## src/design/backslash_unescape_utf8_assert.svh

```systemverilog
// Assertion macros for the backslash unescape block.
// Taken in by the modules that check their own logic; expects clk and rst_n in scope.
`ifndef BACKSLASH_UNESCAPE_UTF8_ASSERT_SVH
`define BACKSLASH_UNESCAPE_UTF8_ASSERT_SVH
`ifndef SYNTHESIS
// check that is switched off while reset is held
`define BSU_ASSERT(lbl, prop, msg) \
  lbl: assert property (@(posedge clk) disable iff (!rst_n) prop) else $error(msg);
// check that holds in and out of reset
`define BSU_ASSERT_ALWAYS(lbl, prop, msg) \
  lbl: assert property (@(posedge clk) prop) else $error(msg);
`else
`define BSU_ASSERT(lbl, prop, msg)
`define BSU_ASSERT_ALWAYS(lbl, prop, msg)
`endif
`endif

```

## src/design/bsu_pkg.sv

```systemverilog
// Types, character codes and helper functions of the backslash unescape block.
// No dependencies; used by the decoder, the result buffer and the top level of the block.
package bsu_pkg;

  localparam int MAX_RES = 5;

  // character codes
  localparam logic [7:0] CH_BSLASH = 8'h5C;
  localparam logic [7:0] CH_B      = 8'h62;
  localparam logic [7:0] CH_F      = 8'h66;
  localparam logic [7:0] CH_N      = 8'h6E;
  localparam logic [7:0] CH_R      = 8'h72;
  localparam logic [7:0] CH_T      = 8'h74;
  localparam logic [7:0] CH_V      = 8'h76;
  localparam logic [7:0] CH_X      = 8'h78;
  localparam logic [7:0] CH_U      = 8'h75;
  localparam logic [7:0] CH_0      = 8'h30;
  localparam logic [7:0] CH_7      = 8'h37;
  localparam logic [7:0] CH_9      = 8'h39;
  localparam logic [7:0] CH_LA     = 8'h61;
  localparam logic [7:0] CH_LF     = 8'h66;
  localparam logic [7:0] CH_UA     = 8'h41;
  localparam logic [7:0] CH_UF     = 8'h46;

  // control byte values of the short escapes
  localparam logic [7:0] BS_CODE = 8'h08;
  localparam logic [7:0] FF_CODE = 8'h0C;
  localparam logic [7:0] LF_CODE = 8'h0A;
  localparam logic [7:0] CR_CODE = 8'h0D;
  localparam logic [7:0] HT_CODE = 8'h09;
  localparam logic [7:0] VT_CODE = 8'h0B;

  // escape decoder modes
  typedef enum logic [7:0] {
    M_IDLE     = 8'b0000_0001,
    M_BSLASH   = 8'b0000_0010,
    M_HEXX     = 8'b0000_0100,
    M_HEXU     = 8'b0000_1000,
    M_OCTAL    = 8'b0001_0000,
    M_SURR_BS  = 8'b0010_0000,
    M_SURR_U   = 8'b0100_0000,
    M_SURR_HEX = 8'b1000_0000
  } mode_t;

  typedef struct packed {
    mode_t        mode;
    logic [2:0]   cnt;      // digits collected
    logic [15:0]  val;      // their value
    logic [15:0]  first;    // first unit of a surrogate pair
    logic         discard;  // string already invalid
    logic [23:0]  pend;     // raw digit bytes, oldest in the low byte
  } state_t;

  localparam state_t ST_RESET = '{mode: M_IDLE, cnt: 3'd0, val: 16'd0, first: 16'd0,
                                  discard: 1'b0, pend: 24'd0};

  typedef struct packed {
    logic [7:0] out_byte;
    logic       end_of_string;
    logic       bad_surrogate;
  } res_word_t;

  // results of one input word, slot 0 goes out first
  typedef struct packed {
    res_word_t [MAX_RES-1:0] w;
    logic [2:0]              n;
  } res_list_t;

  // {valid, value} of a hex digit
  function automatic logic [4:0] hex_digit(input logic [7:0] c);
    logic [4:0] h;
    h = 5'd0;
    if (c >= CH_0 && c <= CH_9) h = {1'b1, 4'(c - CH_0)};
    else if (c >= CH_LA && c <= CH_LF) h = {1'b1, 4'(c - CH_LA + 8'd10)};
    else if (c >= CH_UA && c <= CH_UF) h = {1'b1, 4'(c - CH_UA + 8'd10)};
    return h;
  endfunction

  // append one plain byte, dropped once the list is full
  function automatic res_list_t push_byte(input res_list_t l, input logic [7:0] b);
    res_list_t r;
    r = l;
    if (l.n < 3'(MAX_RES)) begin
      r.w[l.n] = '{out_byte: b, end_of_string: 1'b0, bad_surrogate: 1'b0};
      r.n = l.n + 3'd1;
    end
    return r;
  endfunction

  // letter of a failed hex escape and the digits seen so far
  function automatic res_list_t push_flush(input res_list_t l, input logic [7:0] letter,
                                           input logic [2:0] cnt, input logic [23:0] pend);
    res_list_t r;
    r = push_byte(l, letter);
    if (cnt > 3'd0) r = push_byte(r, pend[7:0]);
    if (cnt > 3'd1) r = push_byte(r, pend[15:8]);
    if (cnt > 3'd2) r = push_byte(r, pend[23:16]);
    return r;
  endfunction

  // UTF-8 encoding of a code point below 0x110000
  function automatic res_list_t push_utf8(input res_list_t l, input logic [20:0] cp);
    res_list_t r;
    r = l;
    if (cp < 21'h80) begin
      r = push_byte(r, cp[7:0]);
    end else if (cp < 21'h800) begin
      r = push_byte(r, {3'b110, cp[10:6]});
      r = push_byte(r, {2'b10, cp[5:0]});
    end else if (cp < 21'h10000) begin
      r = push_byte(r, {4'b1110, cp[15:12]});
      r = push_byte(r, {2'b10, cp[11:6]});
      r = push_byte(r, {2'b10, cp[5:0]});
    end else begin
      r = push_byte(r, {5'b11110, cp[20:18]});
      r = push_byte(r, {2'b10, cp[17:12]});
      r = push_byte(r, {2'b10, cp[11:6]});
      r = push_byte(r, {2'b10, cp[5:0]});
    end
    return r;
  endfunction

endpackage

```

## src/design/bsu_if.sv

```systemverilog
// Valid/ready channel interfaces of the backslash unescape block.
// Depends on nothing; the input carries raw bytes, the output decoded words.
interface bsu_in_if;
  logic       valid;
  logic       ready;
  logic [7:0] in_byte;
  logic       string_end;

  modport source (output valid, output in_byte, output string_end, input ready);
  modport sink   (input valid, input in_byte, input string_end, output ready);
endinterface

interface bsu_out_if;
  logic       valid;
  logic       ready;
  logic [7:0] out_byte;
  logic       end_of_string;
  logic       bad_surrogate;

  modport source (output valid, output out_byte, output end_of_string,
                  output bad_surrogate, input ready);
  modport sink   (input valid, input out_byte, input end_of_string,
                  input bad_surrogate, output ready);
endinterface

```

## src/design/bsu_decode.sv

```systemverilog
// Combinational escape decoder: one raw byte and the decoder state in,
// next state and up to five result words out. Uses bsu_pkg.
module bsu_decode
  import bsu_pkg::*;
(
  input  state_t     st,
  input  logic [7:0] in_byte,
  input  logic       string_end,
  output state_t     nst,
  output res_list_t  res
);

  logic [4:0]  hx;
  logic        is_oct;
  logic [2:0]  cnt1;
  logic [15:0] val1;
  logic [15:0] oct_nv;
  logic [10:0] pair_hi;
  logic [20:0] cp_pair;
  logic        redo;

  // digit helpers, from the input byte and the current state
  assign hx      = hex_digit(in_byte);
  assign is_oct  = (in_byte >= CH_0) && (in_byte <= CH_7);
  assign cnt1    = st.cnt + 3'd1;
  assign val1    = {st.val[11:0], hx[3:0]};
  assign oct_nv  = {st.val[12:0], in_byte[2:0]};
  // supplementary code point: low ten bits never carry into the high part
  assign pair_hi = {1'b0, st.first[9:0]} + 11'h040;
  assign cp_pair = {pair_hi, val1[9:0]};

  always_comb begin
    nst  = st;
    res  = '0;
    redo = 1'b0;

    if (!st.discard) begin
      unique case (st.mode)
        M_IDLE: begin
          if (in_byte == CH_BSLASH) nst.mode = M_BSLASH;
          else res = push_byte(res, in_byte);
        end
        M_BSLASH: begin
          nst.mode = M_IDLE;
          nst.cnt  = '0;
          nst.val  = '0;
          nst.pend = '0;
          case (in_byte)
            CH_B:    res = push_byte(res, BS_CODE);
            CH_F:    res = push_byte(res, FF_CODE);
            CH_N:    res = push_byte(res, LF_CODE);
            CH_R:    res = push_byte(res, CR_CODE);
            CH_T:    res = push_byte(res, HT_CODE);
            CH_V:    res = push_byte(res, VT_CODE);
            CH_X:    nst.mode = M_HEXX;
            CH_U:    nst.mode = M_HEXU;
            default: begin
              if (is_oct) begin
                nst.mode = M_OCTAL;
                nst.cnt  = 3'd1;
                nst.val  = {13'd0, in_byte[2:0]};
              end else begin
                res = push_byte(res, in_byte);
              end
            end
          endcase
        end
        M_HEXX, M_HEXU: begin
          if (!hx[4]) begin
            // not a digit: letter and digits go out literally, byte is decoded again
            res = push_flush(res, (st.mode == M_HEXX) ? CH_X : CH_U, st.cnt, st.pend);
            nst.mode = M_IDLE;
            nst.cnt  = '0;
            nst.val  = '0;
            nst.pend = '0;
            redo     = 1'b1;
          end else if ((st.mode == M_HEXX && cnt1 >= 3'd2) || cnt1 >= 3'd4) begin
            nst.mode = M_IDLE;
            nst.cnt  = '0;
            nst.val  = '0;
            nst.pend = '0;
            if (st.mode == M_HEXX) begin
              res = push_byte(res, val1[7:0]);
            end else if (val1[15:11] == 5'b11011) begin
              // high or low surrogate: wait for the second unit
              nst.first = val1;
              nst.mode  = M_SURR_BS;
            end else begin
              res = push_utf8(res, {5'd0, val1});
            end
          end else begin
            nst.cnt = cnt1;
            nst.val = val1;
            case (st.cnt[1:0])
              2'd0:    nst.pend[7:0]   = in_byte;
              2'd1:    nst.pend[15:8]  = in_byte;
              2'd2:    nst.pend[23:16] = in_byte;
              default: nst.pend        = st.pend;
            endcase
          end
        end
        M_OCTAL: begin
          if (is_oct && st.cnt < 3'd2) begin
            nst.val = oct_nv;
            nst.cnt = 3'd2;
          end else begin
            nst.mode = M_IDLE;
            nst.cnt  = '0;
            nst.val  = '0;
            nst.pend = '0;
            if (is_oct && oct_nv[15:8] == 8'd0) begin
              res = push_byte(res, oct_nv[7:0]);
            end else begin
              // third digit would overflow, or no digit at all
              res  = push_byte(res, st.val[7:0]);
              redo = 1'b1;
            end
          end
        end
        M_SURR_BS: begin
          if (in_byte == CH_BSLASH) begin
            nst.mode = M_SURR_U;
          end else begin
            nst.discard = 1'b1;
            nst.mode    = M_IDLE;
            nst.cnt     = '0;
            nst.val     = '0;
            nst.pend    = '0;
          end
        end
        M_SURR_U: begin
          nst.cnt  = '0;
          nst.val  = '0;
          nst.pend = '0;
          if (in_byte == CH_U) begin
            nst.mode = M_SURR_HEX;
          end else begin
            nst.discard = 1'b1;
            nst.mode    = M_IDLE;
          end
        end
        M_SURR_HEX: begin
          if (!hx[4]) begin
            nst.discard = 1'b1;
            nst.mode    = M_IDLE;
            nst.cnt     = '0;
            nst.val     = '0;
            nst.pend    = '0;
          end else if (cnt1 >= 3'd4) begin
            res       = push_utf8(res, cp_pair);
            nst.mode  = M_IDLE;
            nst.cnt   = '0;
            nst.val   = '0;
            nst.pend  = '0;
            nst.first = '0;
          end else begin
            nst.cnt = cnt1;
            nst.val = val1;
          end
        end
        default: begin
          nst.mode = M_IDLE;
          nst.cnt  = '0;
          nst.val  = '0;
          nst.pend = '0;
          redo     = 1'b1;
        end
      endcase

      // second pass from idle for a byte that ended an escape
      if (redo) begin
        if (in_byte == CH_BSLASH) nst.mode = M_BSLASH;
        else res = push_byte(res, in_byte);
      end
    end

    // string end: close any pending escape, then return to reset
    if (string_end) begin
      if (!nst.discard) begin
        case (nst.mode)
          M_BSLASH:   res = push_byte(res, 8'h00);
          M_HEXX:     res = push_flush(res, CH_X, nst.cnt, nst.pend);
          M_HEXU:     res = push_flush(res, CH_U, nst.cnt, nst.pend);
          M_OCTAL:    res = push_byte(res, nst.val[7:0]);
          M_SURR_BS, M_SURR_U, M_SURR_HEX: nst.discard = 1'b1;
          default:    res = res;
        endcase
      end
      if (nst.discard) begin
        if (res.n >= 3'(MAX_RES)) res.n = 3'(MAX_RES - 1);
        res.w[res.n] = '{out_byte: 8'h00, end_of_string: 1'b0, bad_surrogate: 1'b1};
        res.n        = res.n + 3'd1;
      end
      if (res.n != 3'd0) res.w[res.n - 3'd1].end_of_string = 1'b1;
      nst = ST_RESET;
    end
  end

endmodule

```

## src/design/bsu_outbuf.sv

```systemverilog
// Result buffer: holds the words of one decoded byte and sends them one per cycle while the output is ready.
// Uses bsu_pkg, bsu_out_if and the assertion macro header.
`include "backslash_unescape_utf8_assert.svh"
module bsu_outbuf
  import bsu_pkg::*;
(
  input  logic             clk,
  input  logic             rst_n,
  input  logic             load,
  input  res_list_t        res,
  output logic             can_load,
  bsu_out_if.source        out_if
);

  res_list_t  list_r;
  logic [2:0] rem_r, rem_nxt;
  logic [2:0] ptr_r, ptr_nxt;
  logic       take;
  res_word_t  word;

  assign take     = out_if.valid && out_if.ready;
  // free now, or its last word leaves this cycle
  assign can_load = (rem_r == 3'd0) || (rem_r == 3'd1 && out_if.ready);

  always_comb begin
    rem_nxt = rem_r;
    ptr_nxt = ptr_r;
    if (load) begin
      rem_nxt = res.n;
      ptr_nxt = 3'd0;
    end else if (take) begin
      rem_nxt = rem_r - 3'd1;
      ptr_nxt = ptr_r + 3'd1;
    end
  end

  always_ff @(posedge clk) begin
    if (!rst_n) begin
      rem_r <= 3'd0;
      ptr_r <= 3'd0;
    end else begin
      rem_r <= rem_nxt;
      ptr_r <= ptr_nxt;
    end
  end

  // word payload, no reset
  always_ff @(posedge clk) begin
    if (load) list_r <= res;
  end

  assign word                 = list_r.w[ptr_r];
  assign out_if.valid         = (rem_r != 3'd0);
  assign out_if.out_byte      = word.out_byte;
  assign out_if.end_of_string = word.end_of_string;
  assign out_if.bad_surrogate = word.bad_surrogate;

  `BSU_ASSERT(a_buf_in_range, ({1'b0, ptr_r} + {1'b0, rem_r}) <= 4'd5, "buffer pointer past the last slot")
  `BSU_ASSERT(a_eos_is_last, (out_if.valid && word.end_of_string) |-> (rem_r == 3'd1), "end of string before the last word")
  `BSU_ASSERT(a_err_closes, (out_if.valid && word.bad_surrogate) |-> (word.end_of_string && word.out_byte == 8'h00), "error word does not close the string")
  `BSU_ASSERT_ALWAYS(a_reset_empty, !rst_n |=> (rem_r == 3'd0), "buffer not empty after reset")

endmodule

```

## src/design/backslash_unescape_utf8.sv

```systemverilog
// Top level of the backslash unescape block: input register, decoder state, result buffer.
// Uses bsu_pkg, bsu_if, bsu_decode, bsu_outbuf and the assertion macro header.
//
// Decodes an escaped string fed one byte per word (string_end on its last byte) into raw
// bytes and UTF-8: the quote/slash/backslash and b f n r t v escapes, \x with two hex
// digits, octal with up to three digits (value at most 255), \u with four hex digits and
// surrogate pairs written as two \u units. Each byte gives zero to five result words; the
// last word of every string has end_of_string set, and a broken surrogate pair closes its
// string with a single word of 0 with bad_surrogate set, the bytes after its first unit
// giving nothing. A byte waits in the input register, then is decoded straight into the
// result buffer. The input takes one byte per cycle while the output is ready and each
// byte yields at most one word; a byte yielding more holds the next byte until its last
// word leaves, as the result buffer sends one word per ready cycle and takes new words
// only then. No stall on one side blocks the other beyond that buffer.
`include "backslash_unescape_utf8_assert.svh"
module backslash_unescape_utf8
  import bsu_pkg::*;
(
  input  logic       clk,
  input  logic       rst_n,
  bsu_in_if.sink     in_if,
  bsu_out_if.source  out_if
);

  logic       in_vld_r, in_vld_nxt;
  logic [7:0] in_byte_r;
  logic       in_end_r;
  state_t     st_r, st_nxt;
  state_t     dec_st;
  res_list_t  dec_res;
  logic       can_load;
  logic       fire;

  // decode the held byte whenever the result buffer can take its words
  assign fire        = in_vld_r && can_load;
  assign in_if.ready = !in_vld_r || fire;

  always_comb begin
    in_vld_nxt = in_vld_r;
    if (in_if.valid && in_if.ready) in_vld_nxt = 1'b1;
    else if (fire) in_vld_nxt = 1'b0;
  end

  // input register
  always_ff @(posedge clk) begin
    if (!rst_n) in_vld_r <= 1'b0;
    else in_vld_r <= in_vld_nxt;
  end

  always_ff @(posedge clk) begin
    if (in_if.valid && in_if.ready) begin
      in_byte_r <= in_if.in_byte;
      in_end_r  <= in_if.string_end;
    end
  end

  bsu_decode u_decode (
    .st         (st_r),
    .in_byte    (in_byte_r),
    .string_end (in_end_r),
    .nst        (dec_st),
    .res        (dec_res)
  );

  // decoder state advances once per decoded byte
  assign st_nxt = fire ? dec_st : st_r;

  always_ff @(posedge clk) begin
    if (!rst_n) st_r <= ST_RESET;
    else st_r <= st_nxt;
  end

  bsu_outbuf u_outbuf (
    .clk      (clk),
    .rst_n    (rst_n),
    .load     (fire),
    .res      (dec_res),
    .can_load (can_load),
    .out_if   (out_if)
  );

  `BSU_ASSERT(a_discard_idle, st_r.discard |-> (st_r.mode == M_IDLE && st_r.cnt == 3'd0), "invalid string left an escape pending")
  `BSU_ASSERT(a_end_resets, (fire && in_end_r) |=> (st_r == ST_RESET), "state not cleared after string end")
  `BSU_ASSERT(a_no_loss, (in_vld_r && !fire) |=> (in_vld_r && $stable(in_byte_r)), "held byte lost before decode")

endmodule
```

## src/flat_wrapper.sv

```systemverilog
// flat-port wrapper written by rule: the top's interface ports become plain ports
module backslash_unescape_utf8_flat import bsu_pkg::*;
  (clk, rst_n, in_if_valid, in_if_in_byte, in_if_string_end, in_if_ready, out_if_valid, out_if_out_byte, out_if_end_of_string, out_if_bad_surrogate, out_if_ready);
  bsu_in_if in_if_i ();
  bsu_out_if out_if_i ();
  input  logic clk;
  input  logic rst_n;
  input wire logic [$bits(in_if_i.valid)-1:0] in_if_valid;
  input wire logic [$bits(in_if_i.in_byte)-1:0] in_if_in_byte;
  input wire logic [$bits(in_if_i.string_end)-1:0] in_if_string_end;
  output wire logic [$bits(in_if_i.ready)-1:0] in_if_ready;
  output wire logic [$bits(out_if_i.valid)-1:0] out_if_valid;
  output wire logic [$bits(out_if_i.out_byte)-1:0] out_if_out_byte;
  output wire logic [$bits(out_if_i.end_of_string)-1:0] out_if_end_of_string;
  output wire logic [$bits(out_if_i.bad_surrogate)-1:0] out_if_bad_surrogate;
  input wire logic [$bits(out_if_i.ready)-1:0] out_if_ready;
  assign in_if_i.valid = in_if_valid;
  assign in_if_i.in_byte = in_if_in_byte;
  assign in_if_i.string_end = in_if_string_end;
  assign in_if_ready = in_if_i.ready;
  assign out_if_valid = out_if_i.valid;
  assign out_if_out_byte = out_if_i.out_byte;
  assign out_if_end_of_string = out_if_i.end_of_string;
  assign out_if_bad_surrogate = out_if_i.bad_surrogate;
  assign out_if_i.ready = out_if_ready;
  backslash_unescape_utf8 u_core (.clk(clk), .rst_n(rst_n), .in_if(in_if_i), .out_if(out_if_i));
endmodule
```

## config.mk

```make
export PLATFORM = sky130hd
export DESIGN_NAME = backslash_unescape_utf8_flat
export DESIGN_NICKNAME = d
export VERILOG_FILES = /design/src/design/bsu_pkg.sv /design/src/design/bsu_if.sv /design/src/design/bsu_decode.sv /design/src/design/bsu_outbuf.sv /design/src/design/backslash_unescape_utf8.sv /design/src/flat_wrapper.sv
export VERILOG_INCLUDE_DIRS = /design/src /design/src/design
export SDC_FILE = /design/constraint.sdc
export NUM_CORES = 1
export LEC_CHECK = 0
export BUFFER_PORTS_ARGS = -buffer_cell sky130_fd_sc_hd__buf_2
export CAP_MARGIN = 10
export CORE_MARGIN = 5
export CORE_UTILIZATION = 46
export CTS_CLUSTER_SIZE = 16
export DETAILED_ROUTE_END_ITERATION = 10
export MAX_ROUTING_LAYER = met4
export SYNTH_ARGS = -nofsm -noshare
export SYNTH_HDL_FRONTEND = slang
export SYNTH_SLANG_ARGS = --single-unit
```

## constraint.sdc

```tcl
create_clock -name clk -period 24.3 [get_ports clk]
set_input_delay 1.215 -clock clk [delete_from_list [all_inputs] [get_ports clk]]
set_output_delay 1.215 -clock clk [all_outputs]
set_load 0.02 [all_outputs]
```

==> results.txt, run 1 <==
First-pass GRT wire length - 72,440 um
P per Cell Area - 54.39 nW/um^2
# DRC - 0
Number of antenna-violating nets in the routed design - 0
Multi-input gate area - 7128 sq um
Crit path capture type - flip-flop
Critical-path top delay cell - edfxtp_1
Worst-Margin Slew - 1.249 ns
DIE AREA - 26,600 sq um
Worst IR drop on VDD - 41.20 uV
Commonest cells in the netlist - 133 x nand2_1, 107 x nor2_1, 104 x a21oi_1
IO Count - 25
DRT iter0 DRCs - 1,553
Slew Limit Headroom - 0.1611
Seq cells post-synth - 125
Routability cong. - 1.067
Top-count cell post-synth - nand2_1
Ys flop type - dfxtp_1
Die Ht - 163.1 um
Placed cell count - 1,622
TNS Setup - 0 ns
PostCTS Resize Cnt - 0
Worst skew pair latency - 0.44 ns
Fillcell total - 2,385
Synth warn - 0
Vias in the first global route - 10,986
Synth cell types - 103
RSZ-0062 raised after global routing - false
I/O Buffers - 24
Core ar. - 23,260 sq um
Number of flops mapped to enable cells by yosys - 59
Share of cells above drive strength 1 - 0.1100
CTS Buf Count - 17
Max H-tree Level - 4
Final Max Tran Viols - 0
Max Clk Rate - 0.1078 GHz
Initial antenna violation count - 1
Std-Cell Rows - 56
Pleak - 4.011 nW
Tmin final - 9.279 ns
TritonCTS clock tree - built
Post-CTS Hold Buffers - 0
Routed WL - 48,620 um
Die width - 163.1 um
Layout overhead on the synthesized area - 8.599%
Mapped Avg Cell Area - 8.040 sq um
Largest net degree at the start of global routing - 59
Max_cap viols - 0
Post-CTS setup buffers - 0
Overall power - 636.9 uW
Wirelength per Cell - 29.36 um
Setup violations, final - 0
Core Util, Final - 0.5033
Top cells by area, synth - edfxtp_1 16%, dfxtp_1 12%, a21oi_1 4.8%
Max incr delay on CP - 0.64 ns
First drt pass iteration count - 6
FF/Latch Area - 3094 sq um
Number of cells produced by synthesis - 1,341
Hpwl dp - 36,290 um
Worst-path fanout max - 15
Ys async rst share - 0
GRT Residual Overflow - 0
Synth area leader - edfxtp_1
Worst Skew - 0.01065 ns
Nets - 1,359
Top cell type's share of synthesized area - 0.1643
Clock transition at path regs - 0.07 ns
Register-to-register setup slack - 15.02 ns
Clk root buf - clkbuf_16
Kind of critical path - reg2reg
Fin. Hold Viols - 0
CP required - 24.49 ns
Final period util - 0.3819
CP dominant cell by count - ha_1
Seq/Total Area, Yosys - 0.2869
Clk buf depth - 2
Synth Cell Area - 10,780 sq um
Crit path DAT - 9.47 ns
Post-Layout Cell Count - 1,656
Vias per cell - 7.062
Effective utilization at floorplan - 0.4635
Startpoint Class - flip-flop
Hold_ws - 0.5108 ns
All-Layer GR Usage - 0.3752
Tightest Hold Check Type - reg2reg
# clock sinks - 125
Status - completed
Vias - 11,695
-- layout make-up --
cell class,instances,area share
clock inverters,15,0.01250
clock buffers,17,0.03633
multi-input cells,1084,0.6088
repair buffers,57,0.03142
flip-flops and latches,125,0.2643
well taps,319,0.03409
diodes,1,0.0002137
inverters,38,0.01240
-- through the flow --
stage          instance area, sq um  setup WS (ns)
4_1_cts                       11700          15.17
3_5_place_dp                  11130          15.22
6_report                      11710          15.02
5_1_grt                       11710          14.44
2_1_floorplan                 10790          16.38
3_3_place_gp                  11130          15.45
-- sequential cells by signal, indices dropped and copies added, names as in the netlist --
name                    count
u_core.u_outbuf.ptr_r       3
u_core.u_outbuf.list_r     50
u_core.in_vld_r             1
u_core.in_byte_r            8
u_core.in_end_r             1
u_core.u_outbuf.rem_r       3
u_core.st_r                59
-- placed cells by master (no fill, tap or decap), types with 14 or more instances in the layout --
master     instances
a211oi_1          21
a21o_1            14
a21oi_1          104
a221oi_1          14
a22o_1            50
a22oi_1           53
a31oi_1           14
and2_1            27
buf_2             24
buf_4             32
clkbuf_16         17
dfxtp_1           65
edfxtp_1          59
ha_1              23
inv_1             36
nand2_1          133
nand3_1           32
nor2_1           107
nor2b_1           23
nor3_1            49
o211ai_1          17
o21ai_0           94
o22ai_1           24
-- worst paths after layout --
| check | cells after the start | from | to |
|---|---|---|---|
| hold / removal | 2 | u_core.st_r[5]$_SDFFE_PN0P_ | u_core.st_r[5]$_SDFFE_PN0P_ |
| setup / recovery | 35 | u_core.in_byte_r[0]$_DFFE_PP_ | u_core.u_outbuf.list_r[34]$_SDFFCE_PN0P_ |
| setup reg to reg | 35 | u_core.in_byte_r[0]$_DFFE_PP_ | u_core.u_outbuf.list_r[34]$_SDFFCE_PN0P_ |
| hold reg to reg | 2 | u_core.st_r[5]$_SDFFE_PN0P_ | u_core.st_r[5]$_SDFFE_PN0P_ |
-- worst max-delay path, delay by kind of cell (launching register included) --
kind / cells / cell delay, ns
flops: 1 / 0.64
buf+inv: 3 / 0.68
compound gates: 12 / 2.46
fa+ha+maj: 8 / 2.24
simple gates: 12 / 2.96
-- power breakdown --
| group | total (mW) | switching (mW) | internal [mW] |
|---|---|---|---|
| clock network | 0.257 | 0.120 | 0.136 |
| registers | 0.262 | 0.0172 | 0.245 |
| logic | 0.118 | 0.0784 | 0.0398 |
| total | 0.637 | 0.216 | 0.421 |
-- metal layers --
layer	GRT usage	routed length [um]	vias to the layer above
li1	-	-	5128
met1	0.4627	18840	5616
met2	0.5692	21750	782
met3	0.09992	5025	169
met4	0.1883	2999	0
met5	-	0	-
-- cells by family after synthesis --
family | Yosys count | share of synthesized area
AO/OA/AOI/OAI | 533 | 0.3461
AND/OR/NAND/NOR | 483 | 0.2374
buffers and inverters | 135 | 0.05315
flip-flops | 125 | 0.2869
multiplexers | 26 | 0.03725
adder cells (fa/ha/maj) | 23 | 0.02669
XOR/XNOR | 15 | 0.01219
other | 1 | 0.0003478
(Power assumes the default switching activity.)
==> inputs of run 2 (changes only) <==
clock period = 8.4 ns   (was 24.3 ns; I/O delays follow)
==> run 2 against run 1 <==
- clock-buffer cell count stayed put
- critical path type unchanged
- worst hold slack got worse by 0.36 ns
- utilization up 1.1 points
==> results.txt, run 2 (synthesized netlist as in run 1, its figures left out) <==
CP required - 8.58 ns
Most common cell after layout, fill and taps aside - nand2_1
Max Clk Rate - 0.1277 GHz
CP dominant cell by count - ha_1
Routability cong. - 1.091
Max_cap viols - 0
First drt pass iteration count - 10
# clock sinks - 125
Number of antenna-violating nets in the routed design - 0
Worst Setup SP - u_core.in_byte_r[1]$_DFFE_PP_
TNS Setup - 0 ns
Startpoint Class - flip-flop
FF-to-FF path depth - 33
Slew Limit Headroom - 0.1295
Largest net degree at the start of global routing - 56
I/O Buffers - 24
Status - completed
Clk buf depth - 2
Most frequent cells in the layout - 133 x nand2_1, 107 x nor2_1, 104 x a21oi_1
IO Count - 25
Critical-path top delay cell - o311ai_1
FF/Latch Area - 3097 sq um
RR Startpoint - u_core.in_byte_r[1]$_DFFE_PP_
Worst Skew - 0.01502 ns
Clk root buf - clkbuf_16
Final setup margin - 0.5681 ns
Clock transition at path regs - 0.07 ns
Crit path DAT - 8.01 ns
Worst-Margin Slew - 1.292 ns
GRT Residual Overflow - 0
Std-Cell Rows - 56
Largest regs - u_core.st_r x59, u_core.u_outbuf.list_r x50, u_core.in_byte_r x8
Die Ht - 163.1 um
Effective utilization at floorplan - 0.4635
Vias in the first global route - 11,025
Fillcell total - 2,282
Max reg flops - 59
Worst IR drop on VDD - 115.0 uV
Worst-path fanout max - 13
CTS Buf Count - 17
Crit path to - u_core.u_outbuf.list_r[4]$_SDFFCE_PN0P_
Pleak - 4.164 nW
Pre-CTS setup slack - 0.2779 ns
Final Max Tran Viols - 0
Vias per cell - 7.009
Final period util - 0.9324
DRT iter0 DRCs - 1,881
Wirelength per Cell - 28.76 um
Fin. Hold Viols - 0
Nets - 1,385
Kind of critical path - reg2reg
Layout overhead on the synthesized area - 10.90%
Die width - 163.1 um
DIE AREA - 26,600 sq um
# DRC - 0
RSZ-0062 raised after global routing - false
Tmin final - 7.832 ns
Vias - 11,789
Share of cells above drive strength 1 - 0.1314
Worst skew pair latency - 0.44 ns
Routed WL - 48,370 um
P per Cell Area - 158.4 nW/um^2
First-pass GRT wire length - 71,660 um
Crit path capture type - flip-flop
Hpwl dp - 36,550 um
Core ar. - 23,260 sq um
Top reg by flops - u_core.st_r
All-Layer GR Usage - 0.3710
Register-to-register setup slack - 0.57 ns
Tightest Hold Check Type - in2reg
Initial antenna violation count - 1
Max incr delay on CP - 0.86 ns
Max H-tree Level - 4
Setup violations, final - 0
Worst R2R End - u_core.u_outbuf.list_r[4]$_SDFFCE_PN0P_
TritonCTS clock tree - built
Multi-input gate area - 7151 sq um
[run 2: cell types whose count changed in the layout (fill, tap and decap cells not counted), moves of 2 or more]
cell | before | now
buf_4 | 32 | 58
bufinv_16 | 0 | 2
o21ai_0 | 94 | 92
dfxtp_2 | 1 | 3
dfxtp_1 | 65 | 63
[run 2: worst min-delay path by stage]
stage	from	endpoint	slack, ns	depth (start not counted)
floorplan	u_core.st_r[5]$_SDFFE_PN0P_	u_core.st_r[5]$_SDFFE_PN0P_	0.45	2
global placement	u_core.st_r[5]$_SDFFE_PN0P_	u_core.st_r[5]$_SDFFE_PN0P_	0.49	2
detailed placement	u_core.st_r[5]$_SDFFE_PN0P_	u_core.st_r[5]$_SDFFE_PN0P_	0.50	2
CTS	in_if_in_byte[7]	u_core.in_byte_r[7]$_DFFE_PP_	0.14	1
global route	in_if_in_byte[4]	u_core.in_byte_r[4]$_DFFE_PP_	0.14	1
finish	in_if_in_byte[7]	u_core.in_byte_r[7]$_DFFE_PP_	0.15	1
[run 2: worst max-delay path: cells and delay by family (launching register included)]
family,cells,cell delay [ns]
buffers and inverters,4,0.64
AOI/OAI and AO/OA,12,2.72
DFF,1,0.41
and+or+nand+nor,9,1.80
muxes,1,0.35
adders and majority gates,7,1.62
[run 2: power breakdown]
part / total [mW] / leakage, nW / internal, mW / switching, mW
Clock: 0.789 / 0.295 / 0.449 / 0.340
Sequential: 0.752 / 1.10 / 0.708 / 0.0435
Combinational: 0.353 / 2.77 / 0.119 / 0.234
[run 2: layout make-up]
type                            instances  share of cell area
Inverter                               38             0.01214
Antenna cell                            1           0.0002093
Timing Repair Buffer                   83             0.04688
Clock inverter                         15             0.01476
Sequential cell                       125              0.2590
Clock buffer                           17             0.03558
Tap cell                              319             0.03338
Multi-Input combinational cell       1084              0.5981
[run 2: stage by stage]
stage               hold WS (ns)  power, mW    util  instances  cell area [sq um]
floorplan                 0.4476     0.9910       -       1344              10790
global placement          0.4922      1.111  0.4863       1647              11310
detailed placement        0.4957      1.116  0.4863       1647              11310
CTS                       0.1392      1.902  0.5122       1679              11920
global route              0.1419      1.968  0.5140       1682              11960
finish                    0.1516      1.894  0.5140       1682              11960
[run 2: routing by layer]
layer	track usage	vias to the layer above	share of wire
li1	-	5197	-
met1	0.4693	5533	0.39
met2	0.5419	830	0.42
met3	0.08731	229	0.11
met4	0.2177	0	0.076
met5	-	-	0
[run 2: repair_timing]
item	in CTS	in global routing
resized for setup	0	9
buffers inserted	0	1
setup endpoints to repair	0	5
hold buffers	0	0
endpoints found under the hold margin	0	0
